==> config.mk <==
export PLATFORM = sky130hd
export DESIGN_NAME = param_record_crc32_validator_flat
export DESIGN_NICKNAME = d
export VERILOG_FILES = /design/src/design/prcv_pkg.sv /design/src/design/prcv_if.sv /design/src/design/param_record_crc32_validator.sv /design/src/flat_wrapper.sv
export SDC_FILE = /design/constraint.sdc
export NUM_CORES = 1
export LEC_CHECK = 0
export ABC_AREA = 1
export BUFFER_PORTS_ARGS = -buffer_cell sky130_fd_sc_hd__clkbuf_2
export CORE_ASPECT_RATIO = 0.7
export CORE_MARGIN = 4
export CORE_UTILIZATION = 45
export DETAILED_ROUTE_END_ITERATION = 8
export GPL_TIMING_DRIVEN = 0
export HOLD_SLACK_MARGIN = 0.15
export SLEW_MARGIN = 10
export SYNTH_ARGS = -nofsm -noshare
export SYNTH_HDL_FRONTEND = slang
export SYNTH_SLANG_ARGS = --single-unit
export TNS_END_PERCENT = 30
==> constraint.sdc <==
create_clock -name clk -period 6.1 [get_ports clk]
set_input_delay 0.305 -clock clk [delete_from_list [all_inputs] [get_ports clk]]
set_output_delay 0.305 -clock clk [all_outputs]
set_load 0.005 [all_outputs]
==> src/design/prcv_pkg.sv <==
package prcv_pkg;

    localparam int RECORD_BYTES   = 4096;
    localparam int CRC_END_OFFSET = 4080;
    localparam int CRC_START      = 8;

    localparam int OFFSET_W = $clog2(RECORD_BYTES);
    localparam int TAIL_W   = 12;
    localparam int CMP_W    = ((OFFSET_W > TAIL_W) ? OFFSET_W : TAIL_W) + 1;
    localparam int END_W    = 17;

    localparam int CFG_INDEX_W = 4;
    localparam int CFG_DATA_W  = 32;

    localparam logic [31:0] CRC_POLY      = 32'hEDB8_8320;
    localparam logic [31:0] CRC_INIT      = 32'hFFFF_FFFF;
    localparam logic [31:0] TAIL_EXPECTED = 32'hDEAD_BEEF;
    localparam logic [31:0] TAIL_RESET    = 32'd4080;

    localparam logic [CFG_INDEX_W-1:0] REG_HEADER_MAGIC = CFG_INDEX_W'(0);
    localparam logic [CFG_INDEX_W-1:0] REG_TAIL_OFFSET  = CFG_INDEX_W'(1);

    typedef enum logic [1:0] {
        STATUS_OK        = 2'd0,
        STATUS_BAD_MAGIC = 2'd1,
        STATUS_BAD_TAIL  = 2'd2,
        STATUS_BAD_CRC   = 2'd3
    } status_t;

    // One byte of the reflected CRC-32, least significant bit first.
    function automatic logic [31:0] crc32_byte(input logic [31:0] crc, input logic [7:0] b);
        logic [31:0] c;
        c = crc ^ {24'd0, b};
        for (int i = 0; i < 8; i++)
        begin
            c = c[0] ? ((c >> 1) ^ CRC_POLY) : (c >> 1);
        end
        return c;
    endfunction

    function automatic logic [31:0] put_byte(input logic [31:0] w, input logic [1:0] lane,
                                             input logic [7:0] b);
        logic [31:0] r;
        r = w;
        r[lane*8 +: 8] = b;
        return r;
    endfunction

endpackage

==> src/design/prcv_if.sv <==
interface prcv_item_if;
    import prcv_pkg::*;

    logic       valid;
    logic       ready;
    logic [7:0] data_byte;
    logic       record_start;

    modport source (output valid, output data_byte, output record_start, input ready);
    modport sink   (input valid, input data_byte, input record_start, output ready);
endinterface

interface prcv_result_if;
    import prcv_pkg::*;

    logic        valid;
    logic        ready;
    logic [1:0]  status;
    logic [31:0] computed_crc;

    modport source (output valid, output status, output computed_crc, input ready);
    modport sink   (input valid, input status, input computed_crc, output ready);
endinterface

interface prcv_cfg_if;
    import prcv_pkg::*;

    logic                   valid;
    logic                   ready;
    logic [CFG_INDEX_W-1:0] index;
    logic [CFG_DATA_W-1:0]  data;

    modport source (output valid, output index, output data, input ready);
    modport sink   (input valid, input index, input data, output ready);
endinterface

==> src/design/param_record_crc32_validator.sv <==
// Validates a fixed-size parameter record streamed one byte per transfer in address order.
// The magic word (offset 0), stored CRC (offset 4) and tail marker (offset tail_offset) are
// gathered little-endian, and a reflected CRC-32 runs over offsets 8 up to CRC_END_OFFSET.
// One byte is taken every clock cycle; the byte-wide CRC network and the offset compares sit
// between the record state registers, so the rate is one byte per cycle. A result transfer
// carries the status and computed CRC and appears in the cycle after the last record byte is
// taken. Only a last byte waits, and only while the previous result is still held
// downstream; all other bytes are accepted regardless of the result side. Configuration
// writes are always accepted and should be made between records.
module param_record_crc32_validator
(
    input  logic           clk,
    input  logic           rst_n,
    prcv_item_if.sink      item,
    prcv_result_if.source  result,
    prcv_cfg_if.sink       cfg
);
    import prcv_pkg::*;

    logic [31:0]         header_magic_reg;
    logic [TAIL_W-1:0]   tail_offset_reg;

    logic [OFFSET_W-1:0] offset_reg, offset_next;
    logic [31:0]         crc_reg, crc_next;
    logic [31:0]         magic_reg, magic_next;
    logic [31:0]         stored_reg, stored_next;
    logic [31:0]         tail_reg, tail_next;

    logic                res_valid_reg;
    status_t             status_reg, status_next;
    logic [31:0]         res_crc_reg, res_crc_next;

    logic [OFFSET_W-1:0] base_off;
    logic [31:0]         base_crc;
    logic [31:0]         upd_crc;
    logic [31:0]         upd_magic;
    logic [31:0]         upd_stored;
    logic [31:0]         upd_tail;
    logic [31:0]         final_crc;
    logic [CMP_W-1:0]    tail_diff;
    logic                in_crc_range;
    logic                is_last;
    logic                item_fire;

    // The offset never reaches RECORD_BYTES, and a start byte is offset 0, which is never last.
    assign is_last   = !item.record_start && (offset_reg == OFFSET_W'(RECORD_BYTES - 1));
    assign item.ready = !res_valid_reg || result.ready || !is_last;
    assign item_fire = item.valid && item.ready;
    assign cfg.ready = 1'b1;

    assign result.valid        = res_valid_reg;
    assign result.status       = status_reg;
    assign result.computed_crc = res_crc_reg;

    always_comb
    begin
        base_off = item.record_start ? '0 : offset_reg;
        base_crc = item.record_start ? CRC_INIT : crc_reg;

        upd_magic  = item.record_start ? 32'd0 : magic_reg;
        upd_stored = item.record_start ? 32'd0 : stored_reg;
        upd_tail   = item.record_start ? 32'd0 : tail_reg;

        if (base_off < OFFSET_W'(4))
        begin
            upd_magic = put_byte(upd_magic, base_off[1:0], item.data_byte);
        end
        if ((base_off >= OFFSET_W'(4)) && (base_off < OFFSET_W'(8)))
        begin
            upd_stored = put_byte(upd_stored, base_off[1:0], item.data_byte);
        end

        tail_diff = CMP_W'(base_off) - CMP_W'(tail_offset_reg);
        if ((CMP_W'(base_off) >= CMP_W'(tail_offset_reg)) && (tail_diff < CMP_W'(4)))
        begin
            upd_tail = put_byte(upd_tail, tail_diff[1:0], item.data_byte);
        end

        in_crc_range = (END_W'(base_off) >= END_W'(CRC_START))
                    && (END_W'(base_off) <  END_W'(CRC_END_OFFSET));
        upd_crc   = in_crc_range ? crc32_byte(base_crc, item.data_byte) : base_crc;
        final_crc = upd_crc ^ CRC_INIT;

        priority if (upd_magic != header_magic_reg)
        begin
            status_next = STATUS_BAD_MAGIC;
        end
        else if (upd_tail != TAIL_EXPECTED)
        begin
            status_next = STATUS_BAD_TAIL;
        end
        else if (final_crc != upd_stored)
        begin
            status_next = STATUS_BAD_CRC;
        end
        else
        begin
            status_next = STATUS_OK;
        end
        res_crc_next = final_crc;

        if (is_last)
        begin
            offset_next = '0;
            crc_next    = CRC_INIT;
            magic_next  = 32'd0;
            stored_next = 32'd0;
            tail_next   = 32'd0;
        end
        else
        begin
            offset_next = base_off + OFFSET_W'(1);
            crc_next    = upd_crc;
            magic_next  = upd_magic;
            stored_next = upd_stored;
            tail_next   = upd_tail;
        end
    end

    always_ff @(posedge clk or negedge rst_n)
    begin
        if (!rst_n)
        begin
            header_magic_reg <= 32'd0;
            tail_offset_reg  <= TAIL_RESET[TAIL_W-1:0];
            offset_reg       <= '0;
            crc_reg          <= CRC_INIT;
            magic_reg        <= 32'd0;
            stored_reg       <= 32'd0;
            tail_reg         <= 32'd0;
            res_valid_reg    <= 1'b0;
        end
        else
        begin
            if (cfg.valid && cfg.ready)
            begin
                if (cfg.index == REG_HEADER_MAGIC)
                begin
                    header_magic_reg <= cfg.data;
                end
                else if (cfg.index == REG_TAIL_OFFSET)
                begin
                    tail_offset_reg <= cfg.data[TAIL_W-1:0];
                end
            end

            if (item_fire)
            begin
                offset_reg <= offset_next;
                crc_reg    <= crc_next;
                magic_reg  <= magic_next;
                stored_reg <= stored_next;
                tail_reg   <= tail_next;
            end

            if (item_fire && is_last)
            begin
                res_valid_reg <= 1'b1;
            end
            else if (result.ready)
            begin
                res_valid_reg <= 1'b0;
            end
        end
    end

    always_ff @(posedge clk)
    begin
        if (item_fire && is_last)
        begin
            status_reg  <= status_next;
            res_crc_reg <= res_crc_next;
        end
    end

    a_offset_in_range: assert property (@(posedge clk) disable iff (!rst_n)
        offset_reg <= OFFSET_W'(RECORD_BYTES - 1))
        else $error("record offset ran past the last byte");

    a_offset_advances: assert property (@(posedge clk) disable iff (!rst_n)
        (item_fire && !is_last) |=> (offset_reg == $past(base_off) + OFFSET_W'(1)))
        else $error("record offset did not advance by one byte");

    a_last_restarts: assert property (@(posedge clk) disable iff (!rst_n)
        (item_fire && is_last) |=> (res_valid_reg && (offset_reg == '0) && (crc_reg == CRC_INIT)
                                    && (magic_reg == 32'd0) && (tail_reg == 32'd0)))
        else $error("last byte did not raise a result and restart the record");

    a_no_result_overwrite: assert property (@(posedge clk) disable iff (!rst_n)
        (res_valid_reg && !result.ready && is_last) |-> !item.ready)
        else $error("last byte accepted while a result was still held");

    a_result_only_on_last: assert property (@(posedge clk) disable iff (!rst_n)
        (!res_valid_reg && !(item_fire && is_last)) |=> !res_valid_reg)
        else $error("result raised without a last record byte");

endmodule

==> src/flat_wrapper.sv <==
// flat-port wrapper written by rule: the top's interface ports become plain ports
module param_record_crc32_validator_flat import prcv_pkg::*;
  (clk, rst_n, item_valid, item_data_byte, item_record_start, item_ready, result_valid, result_status, result_computed_crc, result_ready, cfg_valid, cfg_index, cfg_data, cfg_ready);
  prcv_item_if item_i ();
  prcv_result_if result_i ();
  prcv_cfg_if cfg_i ();
  input  logic clk;
  input  logic rst_n;
  input wire logic [$bits(item_i.valid)-1:0] item_valid;
  input wire logic [$bits(item_i.data_byte)-1:0] item_data_byte;
  input wire logic [$bits(item_i.record_start)-1:0] item_record_start;
  output wire logic [$bits(item_i.ready)-1:0] item_ready;
  output wire logic [$bits(result_i.valid)-1:0] result_valid;
  output wire logic [$bits(result_i.status)-1:0] result_status;
  output wire logic [$bits(result_i.computed_crc)-1:0] result_computed_crc;
  input wire logic [$bits(result_i.ready)-1:0] result_ready;
  input wire logic [$bits(cfg_i.valid)-1:0] cfg_valid;
  input wire logic [$bits(cfg_i.index)-1:0] cfg_index;
  input wire logic [$bits(cfg_i.data)-1:0] cfg_data;
  output wire logic [$bits(cfg_i.ready)-1:0] cfg_ready;
  assign item_i.valid = item_valid;
  assign item_i.data_byte = item_data_byte;
  assign item_i.record_start = item_record_start;
  assign item_ready = item_i.ready;
  assign result_valid = result_i.valid;
  assign result_status = result_i.status;
  assign result_computed_crc = result_i.computed_crc;
  assign result_i.ready = result_ready;
  assign cfg_i.valid = cfg_valid;
  assign cfg_i.index = cfg_index;
  assign cfg_i.data = cfg_data;
  assign cfg_ready = cfg_i.ready;
  param_record_crc32_validator u_core (.clk(clk), .rst_n(rst_n), .item(item_i), .result(result_i), .cfg(cfg_i));
endmodule
* Word level (Yosys, flattened, before mapping)
Cells that the tools add are included.
** Word-level totals
- Bits in writable memories :: 0
- Memory bits (read-only) :: 0
- Memories :: 0
- Bits of input ports :: 50
- Bits in latches :: 0
- Output and inout bits :: 37
- Word-level logic and storage cells :: 85
- Register bits after elaboration :: 219
** Operators by class
- Div/mod/pow operators :: 0
- Add/sub/neg operators :: 4
- $lt $le $gt $ge :: 7
- Shifts and indexed selects :: 4
- Equal/unequal tests :: 5
- Multiply operators :: 0
- Reduce and logical (&&, ||, !) cells :: 15
- Mux-type cells :: 29
- Bitwise operators :: 11
** Operator list (number)
- $mux 32 :: 20
- $not 13->14 :: 8
- $bwmux 32 :: 3
- $neg 5->34 :: 2
- $shift 8x34->32 const A :: 2
- $shiftx 8x34->32 :: 2
- $ne 32x32->1 :: 2
- $ne 32x32->1 const B :: 1
- $not 32->32 :: 1
- $xor 32x8->32 :: 1
- $mux 12 :: 2
- $lt 13x3->1 const B :: 1
- $sub 12x12->13 :: 1
- $add 12x1->12 const B :: 1
- $eq 12x12->1 const B :: 1
- $ge 12x12->1 :: 1
- $ge 12x3->1 const B :: 1
- $ge 12x4->1 const B :: 1
- $lt 12x12->1 const B :: 1
- $lt 12x3->1 const B :: 1
- $lt 12x4->1 const B :: 1
- $logic_and 1x1->1 :: 6
- $eq 4x1->1 const B :: 1
- $logic_not 4->1 :: 1
- other kinds (8) :: 13

* Logic depth before layout (Yosys ltp)
- Depth in word-level cells :: 23
- Mapped depth :: 28
- Depth with buffers taken out :: 26

* Worst setup path before layout
No wires, ideal clock.
- Path kind :: in2reg
- Start :: in item_record_start
- End :: reg u_core.status_reg[1], in the netlist u_core.result.status[1] (data pin)
- Stages :: 23
- Data arrival time :: 3.716 ns
- Setup time :: 0.256 ns
- Setup slack :: 2.128 ns
- Path buffers :: 6
- Required time :: 5.844 ns
- Cell sequence :: buf_4 -> buf_2 -> buf_2 -> buf_2 -> clkbuf_1 -> nor2_1 -> inv_1 -> fa_1 -> inv_1 -> ha_1 -> nor2_1 -> clkbuf_1 -> nand4_1 -> o21ai_0 -> inv_1 -> nand4_1 -> nand2_1 -> nor2_1 -> nand2_1 -> nor2_1 -> nand2_1 -> nor2_2 -> a21oi_2
** Between the ends
- Longest elaborated chain between the ends :: 21
- Elaborated cells between the ends (all ways) :: 52
- Those cells by class :: add/sub (3); order compare (7); eq/ne (3); shift (4); mux (22); bitwise (10); reduce/logical (3)
** RTL lines
- from (decl) :: RTL line flat_wrapper.sv:11 : input wire logic [$bits(item_i.record_start)-1:0] item_record_start;
- branches (longest 21 deep; another with $neg 5->34)
- to (signal assigned) :: RTL line param_record_crc32_validator.sv:171 : status_reg <= status_next;
- to (decl) :: RTL line param_record_crc32_validator.sv:30 : status_t status_reg, status_next;
Several ways; the timed one is not identified.
A chain may end at the register's enable or synchronous reset.

* Worst setup path in the final report
Ends and elaborated chain as after synthesis.

==> flow_summary.toml <==
[outcome]
status = "finished clean"

[detailed_routing]
wire_per_inst_um = 20.4
routed_wl_um = 52300
viasPerCell = 5.47
drt-pass1-iter-count = 6
drtAntennaViolNets = 0
remaining_drc_errors = 0
drtIter0Drc = 1645
vias = 14049

[grt]
grt_use_total = 0.295
globalRouteMet2Util = 0.414
antenna_found_initial = 0
grt_pass1_vias = 12932
met1_usage = 0.476
grt_pass1_wl_um = 79300
grt.busiest_layer = "met1"
overflow = 0
grt_util_met3 = 0.0565
grt_max_degree = 95

[critical_path]
path_max_fanout = 10
worstPathArrival_ns = 5.86
reg2reg_from = "u_core.offset_reg[1]"
worst-setup-path-type = "input pin to flip-flop"
reg2reg_depth = 21
r2r-end = "u_core.result.status[1]"
start_kind = "input pin"
r2r_setup_slack_ns = 1.74
worst_setup_path_end_kind = "flip-flop"
crit_required_ns = 6.40

[min_path]
hold_path_startpoint = "cfg_index[0]"
hold_depth = 4
hold_path_end = "u_core.tail_offset_reg[11]"
hold_class = "input pin to flip-flop"

[timing]
relSlewSlack = 0.352
fin_setup_tns_ns = 0
timing.hold.ws_ns = 0.199
clock_skew_ns = 0.0139
final_hold_viol_count = 0
rsz0062_at_grt = "no"
period_share = 0.910
tightest_slew_ns = 0.972
max_freq_mhz = 180
fin_crit_ns = 5.55
setup_ws_ns = 0.546
setup_violations = 0
drv_slew = 0

[finish]
design_area_um2 = 16600
fin_cells = 2568
n_fill_cell = 3074
num-nets-final = 2201
antenna_cells = 0
drive_above_1_share = 0.125
area_delta_synth_final_pct = 15.6
final_util = 0.530

[pwr]
ir_worst_vdd_uv = 173
powerDensity_nw_per_um2 = 265
totalPowerFinal_mw = 4.39
p_leak_nw = 7.70

[floorplan]
initial_core_util = 0.458
die_x_um = 221
die_area_um2 = 34800
pin_count = 87
rows = 54
die_h_um = 157
core-area_um2 = 31300

[synthesis]
synth-seq-cells = 219
synth-seq-area-share = 0.398
synth_top_family_by_area = "simple AND/OR/NAND/NOR gates"
synth-main-ff-cell = "dfrtp_1"
avgSynthCellArea_um2 = 7.23
yosysWarningCount = 0
synthCells = 1981
yosys.area_share.simple = 0.284
synth_xor_area_frac = 0.0560
synthMuxAreaShare = 0.0106
synth_area_um2 = 14300
synth_compound_area_frac = 0.133
synthAdderAreaFrac = 0.0197
synthArstFlopShare = 0.845
yosysUniqueCellTypes = 59
synth_edf_count = 34
synthesis.nets = 2053

[placement]
dp_hpwl_um = 40000
post-place-ws_ns = 0.242
io_buffers = 85
placed_area_um2 = 15300
placed_cells = 2488
gp_congestion = 0.969

[clock_tree]
clock_latency_ns = 0.56
cts_tree = "done"
cts_root_buffer = "clkbuf_16"
path_clk_slew_ns = 0.06
cts.sinks = 219
numCtsBuffers = 25
htree_levels = 1
cts_setup_buffers = 0
clk_path_buf_depth = 3

[flow_run]
maxCapViolations = 0
==> cells by family (layout without fill, tap and decap cells) <==
| kind of cell | Yosys count | in the layout |
|---|---|---|
| muxes | 14 | 14 |
| buffers and inverters | 360 | 527 |
| and+or+nand+nor | 941 | 941 |
| DFF | 219 | 219 |
| adders and majority gates | 22 | 22 |
| other | 1 | 1 |
| xor gates and xnor gates | 89 | 89 |
| AOI/OAI and AO/OA | 335 | 335 |
==> cell usage after synthesis, drive strengths merged, types with 10 or more instances <==
cell | number | share of area
o21ai | 154 | 0.054
dfrtp | 145 | 0.25
a31oi | 20 | 0.0087
nand3 | 91 | 0.034
xor2 | 79 | 0.050
or2 | 11 | 0.0048
dfstp | 40 | 0.073
nand3b | 14 | 0.0082
nor3 | 14 | 0.0049
inv | 269 | 0.071
xnor2 | 10 | 0.0061
nand4 | 52 | 0.023
clkbuf | 48 | 0.013
a21oi | 62 | 0.023
o22ai | 66 | 0.029
edfxtp | 34 | 0.071
nor2 | 269 | 0.075
ha | 21 | 0.018
nand2 | 483 | 0.13
buf | 40 | 0.015
==> routing by layer <==
layer,up-vias,share of wire
met1,6711,0.50
li1,6705,-
met2,573,0.39
met3,60,0.097
met4,0,0.016
met5,-,0
==> critical path: stages <==
cell	delay [ns]
clkbuf_2	0.17
buf_4	0.23
buf_2	0.31
buf_2	0.38
buf_2	0.33
clkbuf_1	0.63
nor2_1	0.28
inv_1	0.22
fa_1	0.28
inv_1	0.08
nand4_1	0.09
nand2_1	0.11
xor2_1	0.17
nor2_2	0.31
buf_2	0.39
nand3_1	0.11
nor2_1	0.47
nand2_1	0.14
nand2_1	0.10
nand2_1	0.07
nor2_1	0.13
nand2_1	0.09
nor2_1	0.15
nand2_1	0.09
nor2_2	0.14
a21oi_2	0.07
==> layout make-up <==
| class | count | area (µm²) | area share |
|---|---|---|---|
| Multi-Input combinational cell | 1402 | 7210 | 0.435 |
| Sequential cell | 219 | 5700 | 0.344 |
| Inverter | 272 | 1020 | 0.0618 |
| Timing Repair Buffer | 121 | 830 | 0.0501 |
| Clock buffer | 27 | 643 | 0.0388 |
| Tap cell | 420 | 526 | 0.0317 |
| Buffer | 88 | 393 | 0.0237 |
| Clock inverter | 19 | 244 | 0.0147 |
==> power breakdown <==
group / switching (mW) / internal [mW] / total [mW] / leakage (nW)
clock: 0.679 / 0.980 / 1.66 / 0.411
combinational: 0.772 / 0.314 / 1.09 / 4.61
sequential: 0.0613 / 1.59 / 1.65 / 2.68
==> worst max path at each step <==
| stage | from | cells after the start | endpoint | slack, ns |
|---|---|---|---|---|
| after global routing | item_record_start | 27 | u_core.result.status[1] | 0.44 |
| final | item_record_start | 26 | u_core.result.status[1] | 0.55 |
| after global placement | item_record_start | 26 | u_core.result.status[1] | 0.23 |
| after floorplan | item_record_start | 23 | u_core.result.status[1] | 2.13 |
| after detailed placement | item_record_start | 26 | u_core.result.status[1] | 0.24 |
| after CTS | item_record_start | 26 | u_core.result.status[1] | 0.81 |
==> what timing repair did <==
item,CTS,global route
hold buffers,34,0
endpoints found under the hold margin,191,0
resized for setup,0,0
endpoints found under the setup margin,0,0
==> cells in the final DEF (no fill, tap or decap), types with 57 or more instances in the layout <==
cell        n
a21oi_1    57
clkbuf_2   84
dfrtp_1   145
inv_1     259
nand2_1   464
nand3_1    86
nor2_1    256
o21ai_0   139
o22ai_1    66
xor2_1     76
Power figures use the tool's default switching activity.
